**config.mk**
```make
export PLATFORM = sky130hd
export DESIGN_NAME = gls_res_fifo_flat
export DESIGN_NICKNAME = d
export VERILOG_FILES = /design/src/gls_pkg.sv /design/src/gls_if.sv /design/src/gls_res_fifo.sv /design/src/flat_wrapper.sv
export SDC_FILE = /design/constraint.sdc
export NUM_CORES = 1
export LEC_CHECK = 0
export BUFFER_PORTS_ARGS = -buffer_cell sky130_fd_sc_hd__buf_4
export CAP_MARGIN = 20
export CORE_MARGIN = 2
export CORE_UTILIZATION = 57
export CTS_BUF_LIST = sky130_fd_sc_hd__clkbuf_4 sky130_fd_sc_hd__clkbuf_8 sky130_fd_sc_hd__clkbuf_16
export DETAILED_ROUTE_END_ITERATION = 16
export PLACE_DENSITY = 0.79
export SYNTH_ARGS = -nofsm -noshare
export SYNTH_HDL_FRONTEND = slang
export SYNTH_SLANG_ARGS = --single-unit
```
**constraint.sdc**
```tcl
create_clock -name clk -period 3.4 [get_ports clk]
set_clock_uncertainty 0.15 [all_clocks]
set_input_delay 0.51 -clock clk [delete_from_list [all_inputs] [get_ports clk]]
set_output_delay 0.51 -clock clk [all_outputs]
set_load 0.01 [all_outputs]
```
**src/gls_pkg.sv**
```systemverilog
// Shared constants, types and helper functions of the greedy level scheduler.
package gls_pkg;

  localparam int MAX_CELLS = 65536;
  localparam int MAX_FACES = 4;
  localparam int NB_FIELDS = 4;
  localparam int FACE_LIM  = (MAX_FACES < NB_FIELDS) ? MAX_FACES : NB_FIELDS;
  localparam int CELL_W    = 16;
  localparam int FACE_W    = 3;
  localparam int ADDR_W    = $clog2(MAX_CELLS);
  localparam int RES_DEPTH = 4;
  localparam int RES_PTR_W = $clog2(RES_DEPTH);

  typedef logic [CELL_W-1:0] cell_t;
  typedef logic [CELL_W:0]   cell_ext_t;
  typedef logic [ADDR_W-1:0] addr_t;
  typedef logic [FACE_W-1:0] face_t;

  // One entry of the mark memory: set, and the cell that was being scheduled when it was set.
  typedef struct packed {
    logic  valid;
    cell_t writer;
  } mark_t;

  typedef struct packed {
    face_t                 face_count;
    cell_t [NB_FIELDS-1:0] nb;
  } item_t;

  typedef struct packed {
    cell_t level_start;
    logic  end_of_list;
  } result_t;

  // Up to two result words handed to the output queue in one cycle.
  typedef struct packed {
    logic [1:0] n;
    result_t    r0;
    result_t    r1;
  } push_t;

  typedef enum logic [2:0] {
    ST_SWEEP,
    ST_IDLE,
    ST_DECIDE,
    ST_WR1,
    ST_WR2,
    ST_WR3
  } eng_state_t;

  function automatic logic in_map(input cell_ext_t idx);
    return 32'(idx) < 32'(MAX_CELLS);
  endfunction

  function automatic addr_t to_addr(input cell_ext_t idx);
    return ADDR_W'(idx);
  endfunction

endpackage

```
**src/gls_if.sv**
```systemverilog


interface gls_result_if;
  import gls_pkg::*;
  logic  valid;
  logic  ready;
  cell_t level_start;
  logic  end_of_list;
  modport source (output valid, level_start, end_of_list, input ready);
  modport sink (input valid, level_start, end_of_list, output ready);
endinterface


```
**src/gls_res_fifo.sv**
```systemverilog
// Small result queue that takes up to two words a cycle and hands out one.
module gls_res_fifo (
  input  logic           clk,
  input  logic           rst,
  input  gls_pkg::push_t push,
  output logic           room,
  gls_result_if.source   results
);
  import gls_pkg::*;

  result_t                entries [RES_DEPTH];
  logic [RES_PTR_W-1:0]   wr_ptr;
  logic [RES_PTR_W-1:0]   rd_ptr;
  logic [RES_PTR_W:0]     count;
  logic                   pop;

  assign results.valid       = count != '0;
  assign results.level_start = entries[rd_ptr].level_start;
  assign results.end_of_list = entries[rd_ptr].end_of_list;
  assign pop                 = results.valid && results.ready;
  assign room                = count <= (RES_PTR_W + 1)'(RES_DEPTH - 2);

  always_ff @(posedge clk) begin
    if (push.n != 2'd0) begin
      entries[wr_ptr] <= push.r0;
    end
    if (push.n == 2'd2) begin
      entries[RES_PTR_W'(wr_ptr + 1'b1)] <= push.r1;
    end
  end

  always_ff @(posedge clk) begin
    if (rst) begin
      wr_ptr <= '0;
      rd_ptr <= '0;
      count  <= '0;
    end else begin
      wr_ptr <= wr_ptr + RES_PTR_W'(push.n);
      rd_ptr <= rd_ptr + RES_PTR_W'(pop);
      count  <= count + (RES_PTR_W + 1)'(push.n) - (RES_PTR_W + 1)'(pop);
    end
  end

endmodule

```
**src/flat_wrapper.sv**
```systemverilog
// flat-port wrapper written by rule: the top's interface ports become plain ports
module gls_res_fifo_flat import gls_pkg::*;
  (clk, rst, push, room, results_valid, results_level_start, results_end_of_list, results_ready);
  gls_result_if results_i ();
  input  logic clk;
  input  logic rst;
  input  gls_pkg::push_t push;
  output logic room;
  output wire logic [$bits(results_i.valid)-1:0] results_valid;
  output wire logic [$bits(results_i.level_start)-1:0] results_level_start;
  output wire logic [$bits(results_i.end_of_list)-1:0] results_end_of_list;
  input wire logic [$bits(results_i.ready)-1:0] results_ready;
  assign results_valid = results_i.valid;
  assign results_level_start = results_i.level_start;
  assign results_end_of_list = results_i.end_of_list;
  assign results_i.ready = results_ready;
  gls_res_fifo u_core (.clk(clk), .rst(rst), .push(push), .room(room), .results(results_i));
endmodule
```
==> key figures, run 1 <==
Run status
  – Status: complete, but fails checks
  – Violated checks: DRC

Clocking
  – Total CTS buffers: 9
  – Root Driver: clkbuf_8
  – CTS tree: done
  – Postcts setup bufs: 0
  – Hold Buf Count CTS: 0
  – Post-CTS Resized: 0
  – CTS clk-pin slew, worst paths: 0.08 ns
  – Max Root-Sink Buffers: 2
  – CTS H-tree depth: 3
  – Total clock sinks: 75
  – Clock latency on the worst-skew pair: 0.33 ns

Min path
  – HP Class: primary input to flip-flop
  – Hold Crit Depth: 2

Synthesis
  – Synth Register Bits: 75
  – Post-synthesis sequential area ratio: 57.3%
  – Syn Inst Count: 211
  – Cell Area, Synth: 0.00381 mm2
  – Syn avg cell area: 18.1 um2
  – Ys async rst share: 0%
  – Post-synthesis cell type count: 28
  – Ys Warns: 0
  – Syn nets: 254
  – Post-synth EDFFs: 68
  – Ys flop type: edfxtp_1

Die
  – # IOs: 58
  – Std-Cell Rows: 29
  – Die extent in x: around 86 um
  – DIE HEIGHT: 85.8 um
  – Core area: 0.00642 mm2
  – Initial Utilization: 59.3%
  – Die area: 0.00736 mm2

Global route
  – Grt ovf: 0
  – GRT Resource Usage Total: 20.7%
  – Global-route wire length before repair: between 10000 and 15000 um
  – Vias in the first global route: 2212
  – Pin count of the biggest net entering global routing: 21
  – Initial antenna violation count: 0

Power and ir drop
  – Seq pwr share: 46.3%
  – Clk pwr share: 26.0%
  – Pwr Total: 2550 uW
  – Power Density: 563 mW/mm2
  – Max IR drop VDD: 308 uV
  – Int Pwr: 1870 uW
  – Leak: 0.00169 uW
  – Psw: 681 uW
  – Net Sw Frac: a little over a quarter
  – Gate power share: between 20 and 30%

Timing
  – Setup ws final: 0.991 ns
  – Final period util: 70.9%
  – Tmin final: 2.41 ns
  – Fmax: about 420 MHz
  – Final Max Tran Viols: 0
  – Slew margin rel.: 65.5%
  – RSZ-0062 raised after global routing: false
  – Final hold viol count: 0
  – TNS Setup: 0 ns
  – # setup viols final: 0
  – Slew @ Worst Pin: slightly above 0.5 ns

Place
  – Hpwl dp: 4600 um
  – Placed cell area: 0.00434 mm2
  – Dpl cells: 340
  – Worst slack, placed: 1.31 ns
  – Gpl congestion: around 0.77
  – Input/output buffers: 57

Drt
  – Final ANT Viol Nets: 0
  – Vias: between 2k and 2.5k
  – DR iter-0 viols: 83
  – WL met3: 301 um
  – Final WL: 7140 um
  – Met2 wire len: ~3800 um
  – DR top layer: met4
  – Vias per cell: 5.85
  – DRC viols: 2
  – First-pass DRT Iterations: 14
  – Routed len/inst: 20.1 um
  – Met1 WL: 3010 um

Layout
  – Antenna Cells: 0
  – Final Cell Area: 0.00453 mm2
  – Nets: 317
  – Layout cells sized above 1: 62.7%
  – # fillers: 431
  – Area growth from synthesis to layout: 18.9%
  – Layout Cells excl Fill: 356

Setup path
  – Critical-path top delay cell: mux4_2
  – Cells along the critical path: buf_4 > mux4_2 > buf_4
  – Most frequent CP cell: buf_4
  – Critical path startpoint category: flip-flop
  – Worst reg-to-reg path cell count: 6
  – R2r setup slk: between 1 and 1.5 ns
  – Crit path buf inv count: 2
  – CP delay by family, top: multiplexers
  – Req. time, crit path: about 2.7 ns
  – Critical path depth in cells: 3
  – Worst Path Arrival: 1.75 ns
  – CP Max Fanout: 20
  – Worst Setup Path Type: flip-flop to output pin
  – Max stage delay on crit path: just under 0.6 ns
  – CP Capture Type: output pin

Run
  – Max-Cap Viols: 0
path summary, 6_finish.rpt:
check	from	to
max	u_core.rd_ptr[0]	results_level_start[12]
min	rst	u_core.count[2]
max reg2reg	u_core.count[0]	u_core.count[2]
min reg2reg	u_core.count[2]	u_core.count[2]
flip-flops by register name, summed over array words and instances (netlist names):
name	count
u_core.entries	68
u_core.rd_ptr	2
u_core.count	3
u_core.wr_ptr	2
worst reg2reg max path, cell delays in order (launching register included):
cell and delay, ns:
dfxtp_1 0.36, o31ai_1 0.40, mux2i_1 0.14, ha_1 0.22
fa_1 0.38, xnor3_1 0.33, nor2_1 0.08
cells in the final DEF, fill, tap and decap left out:
cell | Yosys | routed
o31ai_4 | 0 | 1
bufinv_16 | 0 | 1
fa_1 | 1 | 1
or2_2 | 1 | 1
a21oi_1 | 1 | 1
mux2_4 | 10 | 10
o311ai_0 | 1 | 1
and4bb_1 | 1 | 1
mux2_2 | 59 | 59
nor2b_1 | 6 | 5
ha_1 | 3 | 3
clkinvlp_4 | 0 | 2
or3_1 | 1 | 1
inv_1 | 3 | 3
o31ai_1 | 2 | 1
nor4bb_4 | 0 | 1
dfxtp_1 | 7 | 7
a21o_1 | 1 | 1
mux2i_1 | 2 | 2
nor2b_2 | 0 | 1
nor2_1 | 6 | 5
edfxtp_1 | 68 | 68
mux2_1 | 1 | 1
clkbuf_8 | 0 | 9
clkinv_1 | 0 | 1
inv_6 | 0 | 1
buf_4 | 4 | 66
xnor3_1 | 2 | 2
nand4b_4 | 1 | 1
o21ba_2 | 1 | 1
mux4_2 | 17 | 17
clkinv_2 | 0 | 2
nor4b_4 | 1 | 1
nor2_2 | 0 | 1
power by group through the flow:
stage	Combinational (uW)	Sequential, uW	Clock [uW]
6_report	706	1180	664
5_1_grt	764	1190	705
2_1_floorplan	462	1180	0
4_1_cts	718	1180	679
3_3_place_gp	706	1200	0
3_5_place_dp	715	1200	0
cells in the mapped netlist, types with 2 or more instances:
master	number	area, um2
o31ai_1	2	15.0
mux2_4	10	150
ha_1	3	37.5
nor2_1	6	22.5
inv_1	3	11.3
edfxtp_1	68	2040
buf_6	3	33.8
dfxtp_1	7	140
nor2b_1	6	37.5
buf_4	4	30.0
buf_2	6	30.0
mux4_2	17	383
mux2i_1	2	20.0
mux2_2	59	664
xnor3_1	2	45.0
per-layer routing:
metal  GRT usage (%)  vias to the layer above
met4            7.07                        0
met1            26.6                     1044
met2            35.4                       57
li1                -                      970
met5               0                        -
met3            3.95                       10
logic make-up (layout without fill, tap and decap cells):
| family | count (synthesis) | in the layout | synth area share [%] |
|---|---|---|---|
| adders and majority gates | 4 | 4 | 1.51 |
| AOI/OAI and AO/OA | 6 | 6 | 1.21 |
| muxes | 89 | 89 | 32.2 |
| DFF | 75 | 75 | 57.3 |
| xor gates and xnor gates | 2 | 2 | 1.18 |
| buffers and inverters | 17 | 85 | 2.86 |
| and+or+nand+nor | 18 | 18 | 3.74 |
per-stage QoR:
step	util, %	hold slack [ns]
floorplan	-	0.398
global placement	67.6	0.533
detailed placement	67.6	0.546
CTS	70.5	0.233
global route	70.5	0.256
finish	70.5	0.251
layout make-up:
type / count / area (um2) / share of cell area, %
clock buffer: 9 / 124 / 2.73
sequential: 75 / 2180 / 48.2
inverter: 3 / 11.3 / 0.249
timing repair buffer: 66 / 495 / 10.9
clock inverter: 7 / 67.6 / 1.49
multi-input combinational: 119 / 1550 / 34.3
tap: 77 / 96.3 / 2.13
(Power assumes the default switching activity.)
==> inputs of run 2 (changes only) <==
--- a/config.mk
+++ b/config.mk
@@ -5,6 +5,7 @@
 export SDC_FILE = /design/constraint.sdc
 export NUM_CORES = 1
 export LEC_CHECK = 0
+export ABC_AREA = 1
 export BUFFER_PORTS_ARGS = -buffer_cell sky130_fd_sc_hd__buf_4
 export CAP_MARGIN = 20
 export CORE_MARGIN = 2
==> constraint.sdc (replaced) <==
create_clock -name clk -period 2.3 [get_ports clk]
set_clock_uncertainty 0.15 [all_clocks]
set_input_delay 0.345 -clock clk [delete_from_list [all_inputs] [get_ports clk]]
set_output_delay 0.345 -clock clk [all_outputs]
set_load 0.01 [all_outputs]
==> key figures, run 2 <==
Place
  – Hpwl dp: 5830 um
  – Gpl congestion: 0.813
  – Dpl cells: 516
  – Worst slack, placed: approximately 0.21 ns
  – Input/output buffers: 57

Power and ir drop
  – Max IR drop VDD: 543 uV
  – Leak: a little under 0.002 uW
  – Pwr Total: 3850 uW
  – Power Density: 827 mW/mm2

Layout
  – Post-Route Utilization: 68.9%
  – Layout cells sized above 1: 32.5%
  – Layout Cells excl Fill: 532
  – Most frequent cells in the layout: nand2_1 (72), buf_4 (70), edfxtp_1 (68), o21ai_2 (47), nor2_1 (45)
  – Largest register FFs: 68
  – Leading cell type in the layout, fill and taps excluded: nand2_1
  – Antenna Cells: 0
  – Top Registers: u_core.entries: 68 flops, u_core.count: 3 flops
  – Largest register by flop count: u_core.entries
  – Area growth from synthesis to layout: 17.1%
  – Nets: 490

Setup path
  – CP delay by family, top: buffers and inverters
  – Crit path buf inv count: 3
  – Most frequent CP cell: buf_4
  – Worst Path Arrival: ~1.7 ns
  – Critical path startpoint category: flip-flop
  – Cells along the critical path: inv_1 > buf_4 > o21ai_0 > o22ai_1 > buf_4
  – Critical-path top delay cell: dfxtp_1
  – Req. time, crit path: 1.80 ns
  – Max stage delay on crit path: 0.47 ns
  – Worst Setup Path Type: flip-flop to output pin
  – CP Capture Type: output pin
  – CP Max Fanout: 18

Global route
  – GRT Resource Usage Total: 23.6%
  – Vias in the first global route: around 2.9k
  – Initial antenna violation count: 0
  – Grt ovf: 0
  – Global-route wire length before repair: 13700 um
  – Pin count of the biggest net entering global routing: 35

Timing
  – Setup ws final: between 0.09 and 0.1 ns
  – Slew @ Worst Pin: 1.04 ns
  – TNS Setup: 0 ns
  – Final hold viol count: 0
  – Slew margin rel.: between 30% and 40%
  – Tmin final: around 2.2 ns
  – Final period util: 95.7%
  – Fmax: ~450 MHz
  – # setup viols final: 0
  – RSZ-0062 raised after global routing: false
  – Final Max Tran Viols: 0

Clocking
  – Clock latency on the worst-skew pair: 0.35 ns
  – CTS tree: done
  – CTS H-tree depth: 3
  – Post-CTS Resized: 0
  – CTS clk-pin slew, worst paths: 0.08 ns
  – Total CTS buffers: 9
  – Root Driver: clkbuf_8
  – Postcts setup bufs: 0
  – Hold Buf Count CTS: 0
  – Total clock sinks: 75
  – Max Root-Sink Buffers: 2

Drt
  – Final WL: 8490 um
  – Routed len/inst: 16.0 um
  – DR iter-0 viols: 210
  – Vias: 2979
  – First-pass DRT Iterations: 5
  – DRC viols: 0
  – Vias per cell: roughly 5.6
  – Final ANT Viol Nets: 0

Synthesis
  – Commonest cells post-synth: nand2_1 (72), edfxtp_1 (68), o21ai_2 (47)
  – Post-synth EDFFs: 68
  – Syn nets: 431
  – Ys async rst share: 0%
  – Post-synthesis cell type count: 26
  – Cell Area, Synth: ~0.0040 mm2
  – Synth Register Bits: 75
  – Post-synthesis sequential area ratio: a little over half
  – Ys flop type: edfxtp_1
  – Yosys top cell area share: 51.4%
  – Cell with the most instances after synthesis: nand2_1
  – Main area contributors after synthesis: edfxtp_1 (51%), o21ai_2 (10%), nand2_1 (6.8%)
  – Ys Warns: 0
  – Largest area contributor in the netlist: edfxtp_1
  – Syn Inst Count: roughly 390
  – Syn avg cell area: 10.2 um2

Die
  – Die extent in x: 87.5 um
  – Initial Utilization: 58.8%
  – DIE HEIGHT: 87.5 um
  – # IOs: between 50 and 60
  – Std-Cell Rows: 30
  – Die area: 0.00766 mm2
  – Core area: 0.00676 mm2

Min path
  – HP Class: primary input to flip-flop

Run
  – Max-Cap Viols: 0

Run status
  – Status: finished, final reports clean
-- run 2: changes by cell type in the layout (fill, tap and decap cells not counted), sizes merged, moves of 6 or more --
cell   change
mux2      -70
o21ai    +103
nand2     +76
inv       +26
o22ai     +17
nor2b      -6
nor2      +40
nand3      +6
mux4      -17
-- run 2: kinds of logic after synthesis --
kind of cell	share of synthesized area, %
and+or+nand+nor	14.4
adders and majority gates	1.45
DFF	54.9
xor gates and xnor gates	0.441
buffers and inverters	7.75
AOI/OAI and AO/OA	21.1
-- run 2: layout make-up --
type                       instances  area, um2
clock buffer                      10        131
clock inverter                     6       56.3
fill                             514       2100
inverter                          30        118
multi-input combinational        261       1540
sequential                        75       2180
tap                               80        100
timing repair buffer              70        526
-- run 2: through the flow --
| stage | instance area [um2] | hold slack, ns |
|---|---|---|
| 2_1_floorplan | 3970 | 0.266 |
| 3_3_place_gp | 4460 | 0.359 |
| 3_5_place_dp | 4460 | 0.366 |
| 4_1_cts | 4650 | 0.0194 |
| 5_1_grt | 4650 | 0.0252 |
| 6_report | 4650 | 0.0226 |
-- run 2: path summary, 6_finish.rpt --
kind / slack [ns] / endpoint / from / depth (start not counted)
worst min-delay path: 0.02 / u_core.count[1] / rst / 2
worst max-delay path: 0.1 / results_level_start[15] / u_core.rd_ptr[1] / 5
worst min register to register: 0.38 / u_core.count[2] / u_core.count[2] / 2
worst max register to register: 0.32 / u_core.count[2] / u_core.count[1] / 10
-- run 2: power breakdown --
group / internal (uW) / switching [uW] / total (uW)
combinational: 466 / 679 / 1150
clock: 503 / 477 / 980
sequential: 1660 / 59.7 / 1720
total: 2630 / 1220 / 3850
-- run 2: per-layer routing --
layer / part of all wire, % / vias to the layer above / GRT usage (%)
met5: 0 / - / 0
met4: 1.2 / 0 / 7.27
met3: 6.7 / 11 / 5.40
met2: 52 / 115 / 39.9
met1: 41 / 1378 / 30.1
li1: - / 1475 / -
==> inputs of run 3 (changes only) <==
--- a/config.mk
+++ b/config.mk
@@ -9,10 +9,11 @@
 export BUFFER_PORTS_ARGS = -buffer_cell sky130_fd_sc_hd__buf_4
 export CAP_MARGIN = 20
 export CORE_MARGIN = 2
-export CORE_UTILIZATION = 57
+export CORE_UTILIZATION = 30
 export CTS_BUF_LIST = sky130_fd_sc_hd__clkbuf_4 sky130_fd_sc_hd__clkbuf_8 sky130_fd_sc_hd__clkbuf_16
 export DETAILED_ROUTE_END_ITERATION = 16
-export PLACE_DENSITY = 0.79
+export PLACE_DENSITY = 0.46
+export SETUP_SLACK_MARGIN = 0.15
 export SYNTH_ARGS = -nofsm -noshare
 export SYNTH_HDL_FRONTEND = slang
 export SYNTH_SLANG_ARGS = --single-unit
==> key figures, run 3 (synthesized netlist as in run 2, its figures left out) <==
Die
  – Core area: 0.0131 mm2
  – # IOs: 58
  – Die extent in x: between 100 and 150 um
  – Std-Cell Rows: 42
  – Initial Utilization: about 30%
  – DIE HEIGHT: 119 um
  – Die area: 0.0142 mm2

Timing
  – Slew @ Worst Pin: 0.377 ns
  – Final hold viol count: 0
  – Final period util: 90.3%
  – Slew margin rel.: 74.8%
  – Final Max Tran Viols: 0
  – RSZ-0062 raised after global routing: false
  – # setup viols final: 0
  – Tmin final: 2.08 ns
  – Fmax: ~480 MHz

Drt
  – DR iter-0 viols: 85
  – Final ANT Viol Nets: 0
  – Vias: 2928
  – Final WL: 9450 um
  – Vias per cell: 4.65
  – First-pass DRT Iterations: 4
  – Routed len/inst: about 15 um
  – DRC viols: 0

Min path
  – Hold Crit Depth: 2
  – Worst Hold Endpoint: u_core.count[1]
  – HP Class: primary input to flip-flop
  – Hold_sp: rst

Setup path
  – Crit. Startpoint: u_core.rd_ptr[1]
  – Critical path startpoint category: flip-flop
  – Worst Setup Path Type: flip-flop to output pin
  – Worst Path Arrival: around 1.6 ns
  – CP Capture Type: output pin
  – Worst reg-to-reg path cell count: 10
  – R2r setup slk: between 0.3 and 0.4 ns
  – Req. time, crit path: 1.80 ns
  – RR Endpoint: u_core.count[2]
  – FF-to-FF Start: u_core.count[2]
  – CP Max Fanout: 18

Layout
  – Most frequent cells in the layout: nand2_1 (72), buf_4 (71), edfxtp_1 (68), o21ai_2 (47), nor2_1 (45)
  – Layout Cells excl Fill: 630
  – # fillers: 1283
  – Leading cell type in the layout, fill and taps excluded: nand2_1
  – Sequential cell area: 0.00218 mm2
  – Area occupied by multi-input gates: 0.00155 mm2
  – Largest register by flop count: u_core.entries
  – Top Registers: u_core.entries: 68 flops, u_core.count: 3 flops
  – Nets: 493
  – Area growth from synthesis to layout: 24.5%
  – Antenna Cells: 0
  – Layout cells sized above 1: 33.9%
  – Largest register FFs: 68

Clocking
  – CTS clk-pin slew, worst paths: 0.06 ns
  – Root Driver: clkbuf_16
  – Total clock sinks: 75
  – Total CTS buffers: 9
  – Hold Buf Count CTS: 0
  – Max Root-Sink Buffers: 2
  – Clock latency on the worst-skew pair: around 0.33 ns
  – CTS tree: done
  – CTS H-tree depth: 3

Global route
  – Pin count of the biggest net entering global routing: 35
  – Initial antenna violation count: 0
  – GRT Resource Usage Total: 13.7%
  – Vias in the first global route: 2903
  – Grt ovf: 0
  – Global-route wire length before repair: 14800 um

Power and ir drop
  – Net Sw Frac: 29.9%
  – Seq pwr share: 38.9%
  – Clk pwr share: 33.5%
  – Leak: 0.00201 uW
  – Power Density: 889 mW/mm2
  – Max IR drop VDD: 410 uV
  – Int Pwr: 3080 uW
  – Gate power share: between 20% and 30%
  – Pwr Total: 4400 uW
  – Psw: approximately 1300 uW

Place
  – Hpwl dp: between 6000 and 7000 um
  – Input/output buffers: 57
  – Gpl congestion: 0.800
  – Dpl cells: 615

Run status
  – Status: finished, final reports clean

Run
  – Max-Cap Viols: 0
## run 3: changes by cell type in the layout (fill, tap and decap cells not counted), moves of 2 or more
| cell | previous run | this run |
|---|---|---|
| clkbuf_8 | 9 | 0 |
| clkbuf_16 | 0 | 9 |
| clkinv_2 | 0 | 2 |
| clkinv_1 | 3 | 1 |
## run 3: area by class of cell
| type | instances | share of cell area [%] |
|---|---|---|
| sequential | 75 | 44.1 |
| multi-input combinational | 261 | 31.4 |
| timing repair buffer | 73 | 11.4 |
| clock buffer | 9 | 4.55 |
| tap | 176 | 4.45 |
| inverter | 30 | 2.50 |
| clock inverter | 6 | 1.64 |
## run 3: critical path, cell delays in order (launching register included)
cell and delay (ns):
dfxtp_1 0.37, clkinvlp_4 0.35, o21ai_0 0.22, o22ai_1 0.14
buf_4 0.17
## run 3: repair_timing
action,4_1_cts,5_1_grt
hold endpoints to repair,0,0
endpoints found under the setup margin,11,2
resized for setup,2,3
setup buffers,0,0
cloned,0,0
pin swaps,0,1
## run 3: how the worst max path moves through the flow
stage	to	slack [ns]
3_3_place_gp	u_core.count[2]	0.37
3_5_place_dp	u_core.count[2]	0.31
5_1_grt	results_level_start[14]	0.17
4_1_cts	results_level_start[14]	0.23
2_1_floorplan	u_core.entries[3][0]	-0.25
6_report	results_level_start[14]	0.22
## run 3: stage by stage
stage / utilization, % / TNS (ns) / cell area, um2 / hold WS, ns / setup WS, ns
2_1_floorplan: - / -14.01 / 3970 / 0.266 / -0.254
3_3_place_gp: 35.3 / 0 / 4620 / 0.362 / 0.371
3_5_place_dp: 35.3 / 0 / 4620 / 0.374 / 0.314
4_1_cts: 37.7 / 0 / 4930 / 0.0448 / 0.226
5_1_grt: 37.8 / 0 / 4950 / 0.0408 / 0.167
6_report: 37.8 / 0 / 4950 / 0.0464 / 0.223
## run 3: routing by layer
layer	global-route usage (%)	wire [um]	up-vias
li1	-	-	1495
met3	3.02	327	11
met4	4.91	172	0
met5	0	0	-
met2	23.5	4640	55
met1	16.9	4320	1367
## run 3: power groups by stage
stage               Sequential (uW)  Clock [uW]  Combinational, uW
floorplan                      1730           0                697
global placement               1730           0               1200
detailed placement             1740           0               1210
CTS                            1710        1490               1220
global route                   1730        1550               1350
finish                         1710        1470               1210
